**config.mk**
```make
export PLATFORM = sky130hd
export DESIGN_NAME = link_data_frame_deframer_unit
export DESIGN_NICKNAME = d
export VERILOG_FILES = /design/src/rtl/core/ldfd_pkg.sv /design/src/rtl/core/link_data_frame_deframer_unit.sv
export VERILOG_INCLUDE_DIRS = /design/src /design/src/rtl/core
export SDC_FILE = /design/constraint.sdc
export NUM_CORES = 1
export LEC_CHECK = 0
export BUFFER_PORTS_ARGS = -buffer_cell sky130_fd_sc_hd__clkbuf_2
export CAP_MARGIN = 10
export CORE_ASPECT_RATIO = 0.75
export CORE_MARGIN = 4
export CORE_UTILIZATION = 50
export CTS_BUF_LIST = sky130_fd_sc_hd__clkbuf_4
export CTS_CLUSTER_DIAMETER = 60
export CTS_CLUSTER_SIZE = 20
export DETAILED_ROUTE_END_ITERATION = 7
export GPL_ROUTABILITY_DRIVEN = 1
export HOLD_SLACK_MARGIN = 0.05
export PLACE_DENSITY_LB_ADDON = 0.08
export REMOVE_ABC_BUFFERS = 1
export SLEW_MARGIN = 15
export SYNTH_ARGS = -nofsm -noshare
export SYNTH_HDL_FRONTEND = slang
export SYNTH_SLANG_ARGS = --single-unit
```
**constraint.sdc**
```tcl
create_clock -name clk -period 4.52 [get_ports clk]
set_input_delay 1.13 -clock clk [delete_from_list [all_inputs] [get_ports clk]]
set_output_delay 1.13 -clock clk [all_outputs]
set_load 0.01 [all_outputs]
```
**src/rtl/core/link_data_frame_deframer_unit_defines.svh**
```systemverilog
// Assertion macros shared by the deframer RTL.
// Each macro checks on the rising edge of clk and is disabled while arst_n is low.
`ifndef LINK_DATA_FRAME_DEFRAMER_UNIT_DEFINES_SVH
`define LINK_DATA_FRAME_DEFRAMER_UNIT_DEFINES_SVH

// The condition must hold at every clock edge.
`define LDFD_ASSERT_ALWAYS(label, cond, msg) \
	label: assert property (@(posedge clk) disable iff (!arst_n) (cond)) else $error(msg);

// The consequent must hold in the same cycle as the antecedent.
`define LDFD_ASSERT_IMPL(label, ante, cons, msg) \
	label: assert property (@(posedge clk) disable iff (!arst_n) (ante) |-> (cons)) \
		else $error(msg);

// The consequent must hold in the cycle after the antecedent.
`define LDFD_ASSERT_NEXT(label, ante, cons, msg) \
	label: assert property (@(posedge clk) disable iff (!arst_n) (ante) |=> (cons)) \
		else $error(msg);

`endif

```
**src/rtl/core/ldfd_pkg.sv**
```systemverilog
`timescale 1ns / 1ps

package ldfd_pkg;

	// Result event codes.
	typedef enum logic [1:0] {
		EV_DATA  = 2'd0,
		EV_EMPTY = 2'd1,
		EV_ERROR = 2'd2
	} event_t;

	// Completion status codes.
	typedef enum logic [2:0] {
		ST_OK       = 3'd0,
		ST_TIMEOUT  = 3'd1,
		ST_OVERFLOW = 3'd2,
		ST_PREFIX   = 3'd3,
		ST_LINK     = 3'd4,
		ST_LENGTH   = 3'd5
	} status_t;

	// Configuration register indexes.
	localparam logic CFG_TIMEOUT  = 1'b0;
	localparam logic CFG_CAPACITY = 1'b1;

	// Register reset values.
	localparam logic [15:0] TIMEOUT_RESET  = 16'd0;
	localparam logic [15:0] CAPACITY_RESET = 16'd64;

	// Header layout: the fixed prefix, then the link digit, then a comma.
	localparam logic [15:0] PREFIX_LEN = 16'd7;
	localparam logic [15:0] LINK_POS   = 16'd7;
	localparam logic [15:0] COMMA_POS  = 16'd8;

	// Characters.
	localparam logic [7:0] CH_CR    = 8'h0D;
	localparam logic [7:0] CH_COMMA = 8'h2C;
	localparam logic [7:0] CH_COLON = 8'h3A;
	localparam logic [7:0] CH_ZERO  = 8'h30;
	localparam logic [7:0] CH_FOUR  = 8'h34;
	localparam logic [7:0] CH_NINE  = 8'h39;

	localparam logic [15:0] LEN_MAX = 16'hFFFF;

	// One result item.
	typedef struct packed {
		event_t      ev;
		logic [7:0]  data;
		logic        last;
		status_t     status;
		logic [2:0]  link;
		logic [15:0] len;
	} res_t;

	// Expected character of the fixed prefix CR LF "+IPD,".
	function automatic logic [7:0] prefix_char(input logic [2:0] pos);
		logic [7:0] ch;
		unique case (pos)
			3'd0: ch = 8'h0D;
			3'd1: ch = 8'h0A;
			3'd2: ch = 8'h2B;
			3'd3: ch = 8'h49;
			3'd4: ch = 8'h50;
			3'd5: ch = 8'h44;
			3'd6: ch = 8'h2C;
			default: ch = 8'h00;
		endcase
		return ch;
	endfunction

endpackage

```
**src/rtl/core/link_data_frame_deframer_unit.sv**
```systemverilog
// Link data frame deframer.
// Input channel (in_valid / in_stall): one request per cycle unless stalled,
// either a received byte (mode 0, rx_byte) or a one millisecond tick (mode 1).
// Output channel (out_valid / out_stall): result requests carrying event_res,
// data_byte, last, status, link_id and frame_length. A request gives zero, one
// or two results; two appear when a header byte is rejected and is rejected
// again when examined as the first byte of a new header.
// Configuration channel (cfg_valid / cfg_ready, cfg_index, cfg_data): index 0 is
// the timeout in ticks (0 disables it), index 1 the header buffer capacity.
// cfg_ready is always high; write only while the block is idle.
// A request accepted into the input register is decoded from there, and its
// results are written into the result queue, from which they are taken.
// Throughput: one request per cycle, set by the single decode stage; a result
// queue of QUEUE_DEPTH entries takes the results, and a request waits in the
// input register while the queue lacks room for two results.
// Reset clears the frame state, the queue and the input register and loads the
// register defaults. When the receiver stalls, results collect in the queue and
// a held request raises in_stall once over QUEUE_DEPTH-2 results are queued.
`timescale 1ns / 1ps

module link_data_frame_deframer_unit #(
	parameter int QUEUE_DEPTH = 4
) (
	input  logic        clk,
	input  logic        arst_n,
	// Input channel
	input  logic        in_valid,
	output logic        in_stall,
	input  logic        mode,
	input  logic [7:0]  rx_byte,
	// Output channel
	output logic        out_valid,
	input  logic        out_stall,
	output logic [1:0]  event_res,
	output logic [7:0]  data_byte,
	output logic        last,
	output logic [2:0]  status,
	output logic [2:0]  link_id,
	output logic [15:0] frame_length,
	// Configuration channel
	input  logic        cfg_valid,
	output logic        cfg_ready,
	input  logic        cfg_index,
	input  logic [15:0] cfg_data
);

`include "link_data_frame_deframer_unit_defines.svh"

	localparam int PW = (QUEUE_DEPTH > 1) ? $clog2(QUEUE_DEPTH) : 1;
	localparam int CW = $clog2(QUEUE_DEPTH + 1);
	localparam logic [PW-1:0] LAST_SLOT = PW'(QUEUE_DEPTH - 1);
	localparam logic [CW-1:0] ROOM_LIMIT = CW'(QUEUE_DEPTH - 2);
	localparam logic [CW-1:0] FULL_COUNT = CW'(QUEUE_DEPTH);

	// Configuration registers
	logic [15:0] timeout_q;
	logic [15:0] capacity_q;

	// Input register
	logic        valid_s1;
	logic        mode_s1;
	logic [7:0]  byte_s1;

	// Frame state
	logic        in_payload_q;
	logic [15:0] hdr_idx_q;
	logic [2:0]  link_q;
	logic [15:0] len_q;
	logic [15:0] cnt_q;
	logic [15:0] idle_q;

	// Result queue
	ldfd_pkg::res_t  queue_q [QUEUE_DEPTH];
	logic [PW-1:0]   wptr_q;
	logic [PW-1:0]   rptr_q;
	logic [CW-1:0]   count_q;

	// Decode results
	logic            proc;
	logic            accept;
	logic            pop;
	logic            push0;
	logic            push1;
	ldfd_pkg::res_t  res0;
	ldfd_pkg::res_t  res1;
	logic            in_payload_n;
	logic [15:0]     hdr_idx_n;
	logic [2:0]      link_n;
	logic [15:0]     len_n;
	logic [15:0]     cnt_n;
	logic [15:0]     idle_n;

	// Decode helpers
	logic [15:0]     idle_inc;
	logic [15:0]     cnt_inc;
	logic [16:0]     idx_plus1;
	logic [19:0]     len_acc;
	logic            is_digit;
	logic            hdr_fail;
	ldfd_pkg::status_t fail_status;
	logic [PW-1:0]   wptr_p1;
	logic [PW-1:0]   wptr_p2;
	logic [PW-1:0]   rptr_p1;

	function automatic logic [PW-1:0] ptr_inc(input logic [PW-1:0] p);
		return (p == LAST_SLOT) ? '0 : p + 1'b1;
	endfunction

	// Handshake
	assign cfg_ready = 1'b1;
	assign proc      = valid_s1 && (count_q <= ROOM_LIMIT);
	assign in_stall  = valid_s1 && !proc;
	assign accept    = in_valid && !in_stall;
	assign out_valid = (count_q != '0);
	assign pop       = out_valid && !out_stall;

	// Configuration writes
	always_ff @(posedge clk or negedge arst_n) begin
		if (!arst_n) begin
			timeout_q  <= ldfd_pkg::TIMEOUT_RESET;
			capacity_q <= ldfd_pkg::CAPACITY_RESET;
		end else if (cfg_valid && cfg_ready) begin
			unique case (cfg_index)
				ldfd_pkg::CFG_TIMEOUT:  timeout_q  <= cfg_data;
				ldfd_pkg::CFG_CAPACITY: capacity_q <= cfg_data;
				default: ;
			endcase
		end
	end

	// Input register control
	always_ff @(posedge clk or negedge arst_n) begin
		if (!arst_n) begin
			valid_s1 <= 1'b0;
		end else begin
			valid_s1 <= accept || in_stall;
		end
	end

	// Input register payload
	always_ff @(posedge clk) begin
		if (accept) begin
			mode_s1 <= mode;
			byte_s1 <= rx_byte;
		end
	end

	// Header byte checks for the current position.
	always_comb begin
		idx_plus1 = {1'b0, hdr_idx_q} + 17'd1;
		len_acc   = {len_q, 3'b000} + {2'b00, len_q, 1'b0}
			+ {12'd0, byte_s1 - ldfd_pkg::CH_ZERO};
		is_digit  = (byte_s1 >= ldfd_pkg::CH_ZERO) && (byte_s1 <= ldfd_pkg::CH_NINE);
		hdr_fail  = 1'b0;
		fail_status = ldfd_pkg::ST_OK;
		if (idx_plus1 >= {1'b0, capacity_q}) begin
			hdr_fail    = 1'b1;
			fail_status = ldfd_pkg::ST_OVERFLOW;
		end else if (hdr_idx_q < ldfd_pkg::PREFIX_LEN) begin
			if (byte_s1 != ldfd_pkg::prefix_char(hdr_idx_q[2:0])) begin
				hdr_fail    = 1'b1;
				fail_status = ldfd_pkg::ST_PREFIX;
			end
		end else if (hdr_idx_q == ldfd_pkg::LINK_POS) begin
			if (byte_s1 < ldfd_pkg::CH_ZERO || byte_s1 > ldfd_pkg::CH_FOUR) begin
				hdr_fail    = 1'b1;
				fail_status = ldfd_pkg::ST_LINK;
			end
		end else if (hdr_idx_q == ldfd_pkg::COMMA_POS) begin
			if (byte_s1 != ldfd_pkg::CH_COMMA) begin
				hdr_fail    = 1'b1;
				fail_status = ldfd_pkg::ST_PREFIX;
			end
		end else if (!is_digit && byte_s1 != ldfd_pkg::CH_COLON) begin
			hdr_fail    = 1'b1;
			fail_status = ldfd_pkg::ST_LENGTH;
		end
	end

	// Next state and results for the request in the input register.
	always_comb begin
		in_payload_n = in_payload_q;
		hdr_idx_n    = hdr_idx_q;
		link_n       = link_q;
		len_n        = len_q;
		cnt_n        = cnt_q;
		idle_n       = idle_q;
		push0        = 1'b0;
		push1        = 1'b0;
		res0         = '0;
		res1         = '0;
		idle_inc     = (idle_q == ldfd_pkg::LEN_MAX) ? idle_q : idle_q + 16'd1;
		cnt_inc      = cnt_q + 16'd1;

		if (mode_s1) begin
			// Tick: count idle time and check the timeout.
			if (timeout_q != 16'd0 && idle_inc >= timeout_q) begin
				push0       = 1'b1;
				res0.ev     = ldfd_pkg::EV_ERROR;
				res0.last   = 1'b1;
				res0.status = ldfd_pkg::ST_TIMEOUT;
				in_payload_n = 1'b0;
				hdr_idx_n    = '0;
				link_n       = '0;
				len_n        = '0;
				cnt_n        = '0;
				idle_n       = '0;
			end else begin
				idle_n = idle_inc;
			end
		end else if (in_payload_q) begin
			// Payload byte: pass it on, closing the frame on the final one.
			push0     = 1'b1;
			res0.ev   = ldfd_pkg::EV_DATA;
			res0.data = byte_s1;
			if (cnt_inc >= len_q) begin
				res0.last    = 1'b1;
				res0.link    = link_q;
				res0.len     = len_q;
				in_payload_n = 1'b0;
				hdr_idx_n    = '0;
				link_n       = '0;
				len_n        = '0;
				cnt_n        = '0;
				idle_n       = '0;
			end else begin
				cnt_n = cnt_inc;
			end
		end else if (hdr_fail) begin
			// Rejected header byte: report and rearm.
			push0        = 1'b1;
			res0.ev      = ldfd_pkg::EV_ERROR;
			res0.last    = 1'b1;
			res0.status  = fail_status;
			in_payload_n = 1'b0;
			hdr_idx_n    = '0;
			link_n       = '0;
			len_n        = '0;
			cnt_n        = '0;
			idle_n       = '0;
			// A byte rejected past the first position is examined again as a
			// header start on the rearmed state.
			if (hdr_idx_q != 16'd0) begin
				if (capacity_q <= 16'd1) begin
					push1       = 1'b1;
					res1.ev     = ldfd_pkg::EV_ERROR;
					res1.last   = 1'b1;
					res1.status = ldfd_pkg::ST_OVERFLOW;
				end else if (byte_s1 != ldfd_pkg::CH_CR) begin
					push1       = 1'b1;
					res1.ev     = ldfd_pkg::EV_ERROR;
					res1.last   = 1'b1;
					res1.status = ldfd_pkg::ST_PREFIX;
				end else begin
					hdr_idx_n = 16'd1;
				end
			end
		end else if (hdr_idx_q > ldfd_pkg::COMMA_POS && byte_s1 == ldfd_pkg::CH_COLON) begin
			// Closing colon: an empty frame completes at once, else payload starts.
			if (len_q == 16'd0) begin
				push0        = 1'b1;
				res0.ev      = ldfd_pkg::EV_EMPTY;
				res0.last    = 1'b1;
				res0.link    = link_q;
				in_payload_n = 1'b0;
				hdr_idx_n    = '0;
				link_n       = '0;
				len_n        = '0;
				cnt_n        = '0;
				idle_n       = '0;
			end else begin
				in_payload_n = 1'b1;
				cnt_n        = '0;
				hdr_idx_n    = '0;
			end
		end else begin
			// Accepted header byte: advance and restart the idle count.
			if (hdr_idx_q == ldfd_pkg::LINK_POS) begin
				link_n = 3'(byte_s1 - ldfd_pkg::CH_ZERO);
			end else if (hdr_idx_q > ldfd_pkg::COMMA_POS) begin
				len_n = (len_acc > 20'h0FFFF) ? ldfd_pkg::LEN_MAX : len_acc[15:0];
			end
			hdr_idx_n = idx_plus1[15:0];
			idle_n    = '0;
		end
	end

	// Frame state update
	always_ff @(posedge clk or negedge arst_n) begin
		if (!arst_n) begin
			in_payload_q <= 1'b0;
			hdr_idx_q    <= '0;
			link_q       <= '0;
			len_q        <= '0;
			cnt_q        <= '0;
			idle_q       <= '0;
		end else if (proc) begin
			in_payload_q <= in_payload_n;
			hdr_idx_q    <= hdr_idx_n;
			link_q       <= link_n;
			len_q        <= len_n;
			cnt_q        <= cnt_n;
			idle_q       <= idle_n;
		end
	end

	// Result queue pointers
	assign wptr_p1 = ptr_inc(wptr_q);
	assign wptr_p2 = ptr_inc(wptr_p1);
	assign rptr_p1 = ptr_inc(rptr_q);

	always_ff @(posedge clk or negedge arst_n) begin
		if (!arst_n) begin
			wptr_q  <= '0;
			rptr_q  <= '0;
			count_q <= '0;
		end else begin
			if (proc && push1) begin
				wptr_q <= wptr_p2;
			end else if (proc && push0) begin
				wptr_q <= wptr_p1;
			end
			if (pop) begin
				rptr_q <= rptr_p1;
			end
			count_q <= count_q + CW'(proc && push0) + CW'(proc && push1) - CW'(pop);
		end
	end

	// Result queue storage
	always_ff @(posedge clk) begin
		if (proc && push0) begin
			queue_q[wptr_q] <= res0;
		end
		if (proc && push1) begin
			queue_q[wptr_p1] <= res1;
		end
	end

	// Output fields
	assign event_res    = queue_q[rptr_q].ev;
	assign data_byte    = queue_q[rptr_q].data;
	assign last         = queue_q[rptr_q].last;
	assign status       = queue_q[rptr_q].status;
	assign link_id      = queue_q[rptr_q].link;
	assign frame_length = queue_q[rptr_q].len;

	// Checks
	`LDFD_ASSERT_ALWAYS(a_queue_bound, count_q <= FULL_COUNT, "result queue overrun")
	`LDFD_ASSERT_IMPL(a_payload_index, in_payload_q,
		hdr_idx_q == 16'd0 && len_q != 16'd0, "bad payload phase entry")
	`LDFD_ASSERT_IMPL(a_payload_count, in_payload_q, cnt_q < len_q, "payload count too high")
	`LDFD_ASSERT_NEXT(a_held_request, valid_s1 && !proc,
		valid_s1 && $stable(byte_s1) && $stable(mode_s1), "held request lost")

endmodule
```
Word level (Yosys, flattened, before mapping)
Memories as Yosys holds them, arrays and structs flattened.
Index checks and enable logic that the tools add are counted.
W data, S select, Z words.
{ "totals": {"regBits": 117, "latchBits": 0, "mem_bits_rw": 132, "rom_bits": 0, "inputBits": 31, "output_inout_bits": 36, "elab_cells": 210, "mem_count": 1} }
{ "classes": {"addsub": 12, "n_mul": 0, "n_div": 0, "n_lt_le_gt_ge": 12, "n_eq_ne": 21, "shift": 0, "muxes": 116, "n_bitwise": 1, "reduce_logical": 33} }
{ "mem_list": {"columns": ["name", "words", "width", "read_ports", "rd_ports_with_merged_regs", "wr", "line", "rtl"], "rows": [
  ["queue_q", 4, 33, 1, 0, 2, "link_data_frame_deframer_unit.sv:73", "ldfd_pkg::res_t queue_q [QUEUE_DEPTH];"]
]} }
{ "ops": {"columns": ["operator", "n"], "rows": [
  ["$mux W16", 26],
  ["$mux W3", 20],
  ["$pmux W7 S7", 1],
  ["$mux W1", 38],
  ["$mux W19", 2],
  ["$mux W2", 17],
  ["$add A16 B1 Y16 const B", 2],
  ["$ge A16 B16 Y1", 2],
  ["$mux W4", 8],
  ["$mux W8", 4],
  ["$reduce_bool A16 Y1", 2],
  ["$add A19 B17 Y20", 1],
  ["$add A20 B8 Y20", 1],
  ["$gt A20 B16 Y1 const B", 1],
  ["$add A16 B1 Y17 const B", 1],
  ["$ge A17 B16 Y1", 1],
  ["$eq A16 B16 Y1 const B", 1],
  ["$eq A16 B3 Y1 const B", 1],
  ["$eq A16 B4 Y1 const B", 1],
  ["$gt A16 B4 Y1 const B", 1],
  ["$le A16 B1 Y1 const B", 1],
  ["$logic_not A16 Y1", 1],
  ["$lt A16 B3 Y1 const B", 1],
  ["$ne A8 B6 Y1 const B", 2],
  ["33 further kinds", 59]
]} }

Logic depth before layout (Yosys ltp)
{ "logic_depth": {"depth_word": 16, "ltp_mapped": 21, "ltp_nobuf": 18} }

Worst setup path after synthesis
OpenSTA, ideal clock, no wires.
{ "synth_path": {"kind": "register to register", "start": "register idle_q[5]", "end": "register count_q[2]", "setup_ns": 0.123, "arrival_ns": 4.544, "required_time_ns": 4.397, "setup_slack_ns": -0.147, "stages_incl_launch_ff": 22, "n_path_buf": 3, "synth_period_minus_slack_ns": 4.667, "cell_sequence": "dfrtp_1 and4_1 nand4_1 nor3_1 nand2_1 and3_1 clkbuf_1 nand3_1 xnor2_1 ha_1 a21oi_1 o221a_2 o21ai_0 a21oi_1 o21ai_0 o311ai_2 buf_4 inv_4 buf_2 fa_1 fa_1 xnor2_1"} }
{ "synth_between": {"elab_chain_len": 10, "word_cells_on_any_way": 11, "classes_between": "add/sub: 4; order compare: 1; eq/ne: 1; mux: 3; reduce/logical: 2"} }
{ "synth_rtl": {"columns": ["element", "line", "rtl"], "rows": [
  ["from (decl)", "link_data_frame_deframer_unit.sv:70", "logic [15:0] idle_q;"],
  ["from (signal assigned)", "link_data_frame_deframer_unit.sv:303", "idle_q <= idle_n;"],
  ["$add A16 B1 Y16 / $eq A16 B16 Y1 (equally long branches)", "link_data_frame_deframer_unit.sv:192", "idle_inc = (idle_q == ldfd_pkg::LEN_MAX) ? idle_q : idle_q + 16'd1;"],
  ["$mux W16 *", "link_data_frame_deframer_unit.sv:192", null],
  ["$ge A16 B16 Y1 *", "link_data_frame_deframer_unit.sv:197", "if (timeout_q != 16'd0 && idle_inc >= timeout_q) begin"],
  ["$logic_and A1 B1 Y1 *", "link_data_frame_deframer_unit.sv:197", null],
  ["$mux W1 *", "link_data_frame_deframer_unit.sv:197", null],
  ["$mux W1 *", "link_data_frame_deframer_unit.sv:195", "if (mode_s1) begin"],
  ["$logic_and A1 B1 Y1 *", "link_data_frame_deframer_unit.sv:326", "count_q <= count_q + CW'(proc && push0) + CW'(proc && push1) - CW'(pop);"],
  ["$add A3 B1 Y3 * (2 in a row)", "link_data_frame_deframer_unit.sv:326", null],
  ["$sub A3 B1 Y3 *", "link_data_frame_deframer_unit.sv:326", null],
  ["to (signal assigned)", "link_data_frame_deframer_unit.sv:326", null],
  ["to (decl)", "link_data_frame_deframer_unit.sv:76", "logic [CW-1:0] count_q;"]
]} }
Every way passes the cells marked *; elsewhere a longest branch is shown, timed or not.
A chain may end at the register's enable or synchronous reset.

Worst setup path in the final report
{ "layout_path": {"start": "register hdr_idx_q[9]", "end": "register count_q[2]"} }
{ "layout_between": {"elab_chain_len": 12, "word_cells_on_any_way": 25, "classes_between": "add/sub: 4; order compare: 3; eq/ne: 2; mux: 12; reduce/logical: 4"} }
{ "layout_rtl": {"columns": ["element", "line", "rtl"], "rows": [
  ["from (decl)", "link_data_frame_deframer_unit.sv:66", "logic [15:0] hdr_idx_q;"],
  ["from (signal assigned)", "link_data_frame_deframer_unit.sv:299", "hdr_idx_q <= hdr_idx_n;"],
  ["parallel branches: the longest is 10 deep, another holds $add A16 B1 Y17", null, null],
  ["$add A3 B1 Y3 *", "link_data_frame_deframer_unit.sv:326", null],
  ["$sub A3 B1 Y3 *", "link_data_frame_deframer_unit.sv:326", null]
]} }
Mark *: on every way between the ends.

==> results.md <==
* Post-placement setup slack at 0.0125 ns
* DR vias/cell at 6.00
* Initial Utilization at 51.5%
* Row Count at 53
* Critical Path, Cell by Cell: nand4_1 -> nor3_2 -> and3_1 -> nand3_1 -> xnor2_1 -> ha_1 -> nand3_1 -> or2_2 -> o211ai_1 -> nand2_1 -> nand2_1 -> inv_1 -> ha_1 -> inv_1 -> fa_1 -> fa_1 -> xnor2_1
* DR WL/cell at 19.7 um
* Post-synthesis to final-layout area growth at 9.33%
* First-pass DRT Iterations at 5
* First-pass GRT wire length at 64.7 mm
* CP max FO at 5
* Outcome: complete, no violations
* Max-Cap Viols at 0
* Largest cells by area after synthesis: dfrtp_1 (18%), dfxtp_1 (16%), ha_1 (8.0%)
* Syn_area_per_cell at 9.14 um^2
* Layout Nets at 1780
* CTS tree: done
* Met3 Track Usage GR at 2.43%
* Filler cells at between 2000 and 3000
* Top-Level Pins at 67
* Critical path buffers and inverters at 2
* Peak VDD IR at 322 uV
* Setup ws final at roughly 0.25 ns
* Met1 GRT Util at 38.7%
* Clk pin slew, worst setup/hold paths at 0.19 ns
* Final Skew at just over 0.06 ns
* Slowest cell on the critical path: dfrtp_1
* Final setup fails at 0
* # DRC at 0
* Share of cells above drive strength 1 at 15.1%
* Sink Count at 249
* Max Slew Vio Count at 0
* Clock Latency Late Sink at between 0.7 and 0.8 ns
* Synth Instances at ~1600
* Post-route minimum period at 4.27 ns
* Die Width at around 210 um
* Initial antenna violation count at 2
* CTS Buf Count at 20
* Crit share post-route at roughly 94%
* Die area at 32100 um^2
* CTS H-tree lvls at 1
* Reg2reg path depth at 17
* EDFF count, synth at 25
* Core ar. at 28400 um^2
* Most frequent cell after synthesis: o21ai_0
* P_leak at 0.00677 uW
* CTS Hold Bufs at 0
* Yosys warns at 0
* CTS Buffer Depth at 3
* Cell family with most CP delay: simple AND/OR/NAND/NOR gates
* Port Buffers at 65
* Critical Path RT at 5.12 ns
* Synth top cells by count: o21ai_0 (192), a21oi_1 (152), nand3_1 (144)
* Met2 GRT Util at 37.7%
* Crit end category: register
* Fmax at 234 MHz
* Drt total wl at a little over 40 mm
* WP depth at 17
* Synthesized cell area at 14600 um^2
* DRT iter0 DRCs at between 1000 and 1500
* Largest net degree at the start of global routing at 119
* Tot GR Track Use at between 20% and 30%
* Most used routing layer in global routing: met1
* Worst-Margin Slew at approximately 1.1 ns
* Top_reg_cell synth: dfxtp_1
* Die Span Y at about 160 um
* Worst EP arrival at 4.87 ns
* Global route overflow at 0
* Vias in the first global route at 11700
* CTS root buffer: clkbuf_4
* Rel. slew slack at a little over a quarter
* Distinct cells, synth at 76
* Final Hold Vio Count at 0
* PwrDens at 401 nW/um^2
* Async S/R FF share, synth at 43.4%
* CP peak stage delay at between 0.4 and 0.5 ns
* CP Class: reg -> reg
* Cell taking the most area after synthesis: dfrtp_1
* Post-synth top area share at 18.3%
* Register bit total from synthesis at approximately 250
* GPL Wtd Cong at approximately 0.9
* Routed vias at roughly 12000
* Setup TNS at 0 ns
* Sequential area share after synthesis at between 30% and 40%
* Routed Antenna Nets at 0
* Startpoint Class: register
* Worst hold-check path type: in -> async
* Hpwl dp at 27.4 mm
[path summary, 6_finish.rpt]
check	startpoint	slack, ns	to
worst max-delay path	hdr_idx_q[9]$_DFFE_PN0P_	0.25	count_q[2]$_DFF_PN0_
worst min-delay path	arst_n	0.38	hdr_idx_q[14]$_DFFE_PN0P_
worst max register to register	hdr_idx_q[9]$_DFFE_PN0P_	0.25	count_q[2]$_DFF_PN0_
worst min register to register	queue_q[0][3]$_SDFFE_PP0P_	0.49	queue_q[0][3]$_SDFFE_PP0P_
max in group asynchronous	arst_n	3.30	idle_q[11]$_DFFE_PN0P_
min in group clk	queue_q[0][3]$_SDFFE_PP0P_	0.49	queue_q[0][3]$_SDFFE_PP0P_
[state kept, by name, indices dropped and copies added (netlist names)]
register and cells:
byte_s1 8, idle_q 16, len_q 16, wptr_q 2
link_q 3, hdr_idx_q 16, cnt_q 16, rptr_q 2
in_payload_q 1, count_q 3, timeout_q 16, queue_q 132
capacity_q 16, mode_s1 1, valid_s1 1
[routing by layer]
metal / routed length (um) / share of wire (%)
met1: 19500 / 48
met3: 2420 / 6.0
met4: 606 / 1.5
met5: 0 / 0
met2: 17800 / 44
[where the power goes]
group          switching, uW  internal, uW
registers                234          2500
logic                   1650           826
clock network            841           360
total                   2720          3690
[area by class of cell]
cell class                 instances  area [um^2]  area share [%]
clock buffer                      24          180            1.13
tap                              385          482            3.01
antenna                            2         5.00          0.0313
sequential                       249         5780            36.2
timing repair buffer             132          935            5.85
clock inverter                    12          140           0.877
inverter                          92          348            2.18
multi-input combinational       1153         8110            50.8
[kinds of logic (layout without fill, tap and decap cells)]
| kind of cell | count (synthesis) | in the layout | synth area share [%] |
|---|---|---|---|
| flip-flops | 249 | 249 | 39.5 |
| buffers and inverters | 197 | 260 | 5.59 |
| adder cells (fa/ha/maj) | 101 | 101 | 9.06 |
| other | 1 | 3 | 0.0257 |
| XOR/XNOR | 52 | 52 | 3.12 |
| AO/OA/AOI/OAI | 488 | 488 | 19.7 |
| multiplexers | 58 | 58 | 6.99 |
| AND/OR/NAND/NOR | 453 | 453 | 16.0 |
[through the flow]
| step | utilization, % | hold slack, ns | cell area (um^2) | std cells | total power, uW |
|---|---|---|---|---|---|
| 4_1_cts | 55.8 | 0.350 | 15800 | 2044 | 6380 |
| 2_1_floorplan | - | 0.451 | 14100 | 1494 | 4150 |
| 6_report | 56.3 | 0.383 | 16000 | 2049 | 6410 |
| 3_5_place_dp | 54.7 | 0.466 | 15500 | 2008 | 5180 |
| 3_3_place_gp | 54.7 | 0.460 | 15500 | 2008 | 5150 |
| 5_1_grt | 56.3 | 0.384 | 16000 | 2049 | 6770 |
[worst register-to-register path, stage by stage (launching register included)]
cell      delay [ns]
dfrtp_1         0.49
nand4_1         0.26
nor3_2          0.29
and3_1          0.22
nand3_1         0.10
xnor2_1         0.16
ha_1            0.32
nand3_1         0.08
or2_2           0.31
o211ai_1        0.36
nand2_1         0.12
nand2_1         0.16
inv_1           0.08
ha_1            0.27
inv_1           0.05
fa_1            0.38
fa_1            0.38
xnor2_1         0.13
[timing repair]
action,4_1_cts,5_1_grt
setup endpoints to repair,9,171
resized for setup,0,15
endpoints found under the hold margin,0,0
buffers inserted,0,2
pin swaps,0,3
cloned,0,1
[cells in the final DEF, fill, tap and decap left out, types with 26 or more instances in the layout]
cell type / netlist / final
nor2_1: 41 / 40
dfxtp_1: 116 / 116
buf_4: 4 / 60
clkbuf_2: 0 / 64
nand2_1: 101 / 100
nand2b_1: 27 / 27
and2_1: 26 / 26
a22o_1: 30 / 30
inv_1: 91 / 91
o21ai_0: 192 / 191
dfrtp_1: 107 / 106
ha_1: 93 / 93
nand3_1: 144 / 144
mux4_2: 33 / 33
a21oi_1: 152 / 149
xnor2_1: 35 / 35
Power figures use the tool's default switching activity.
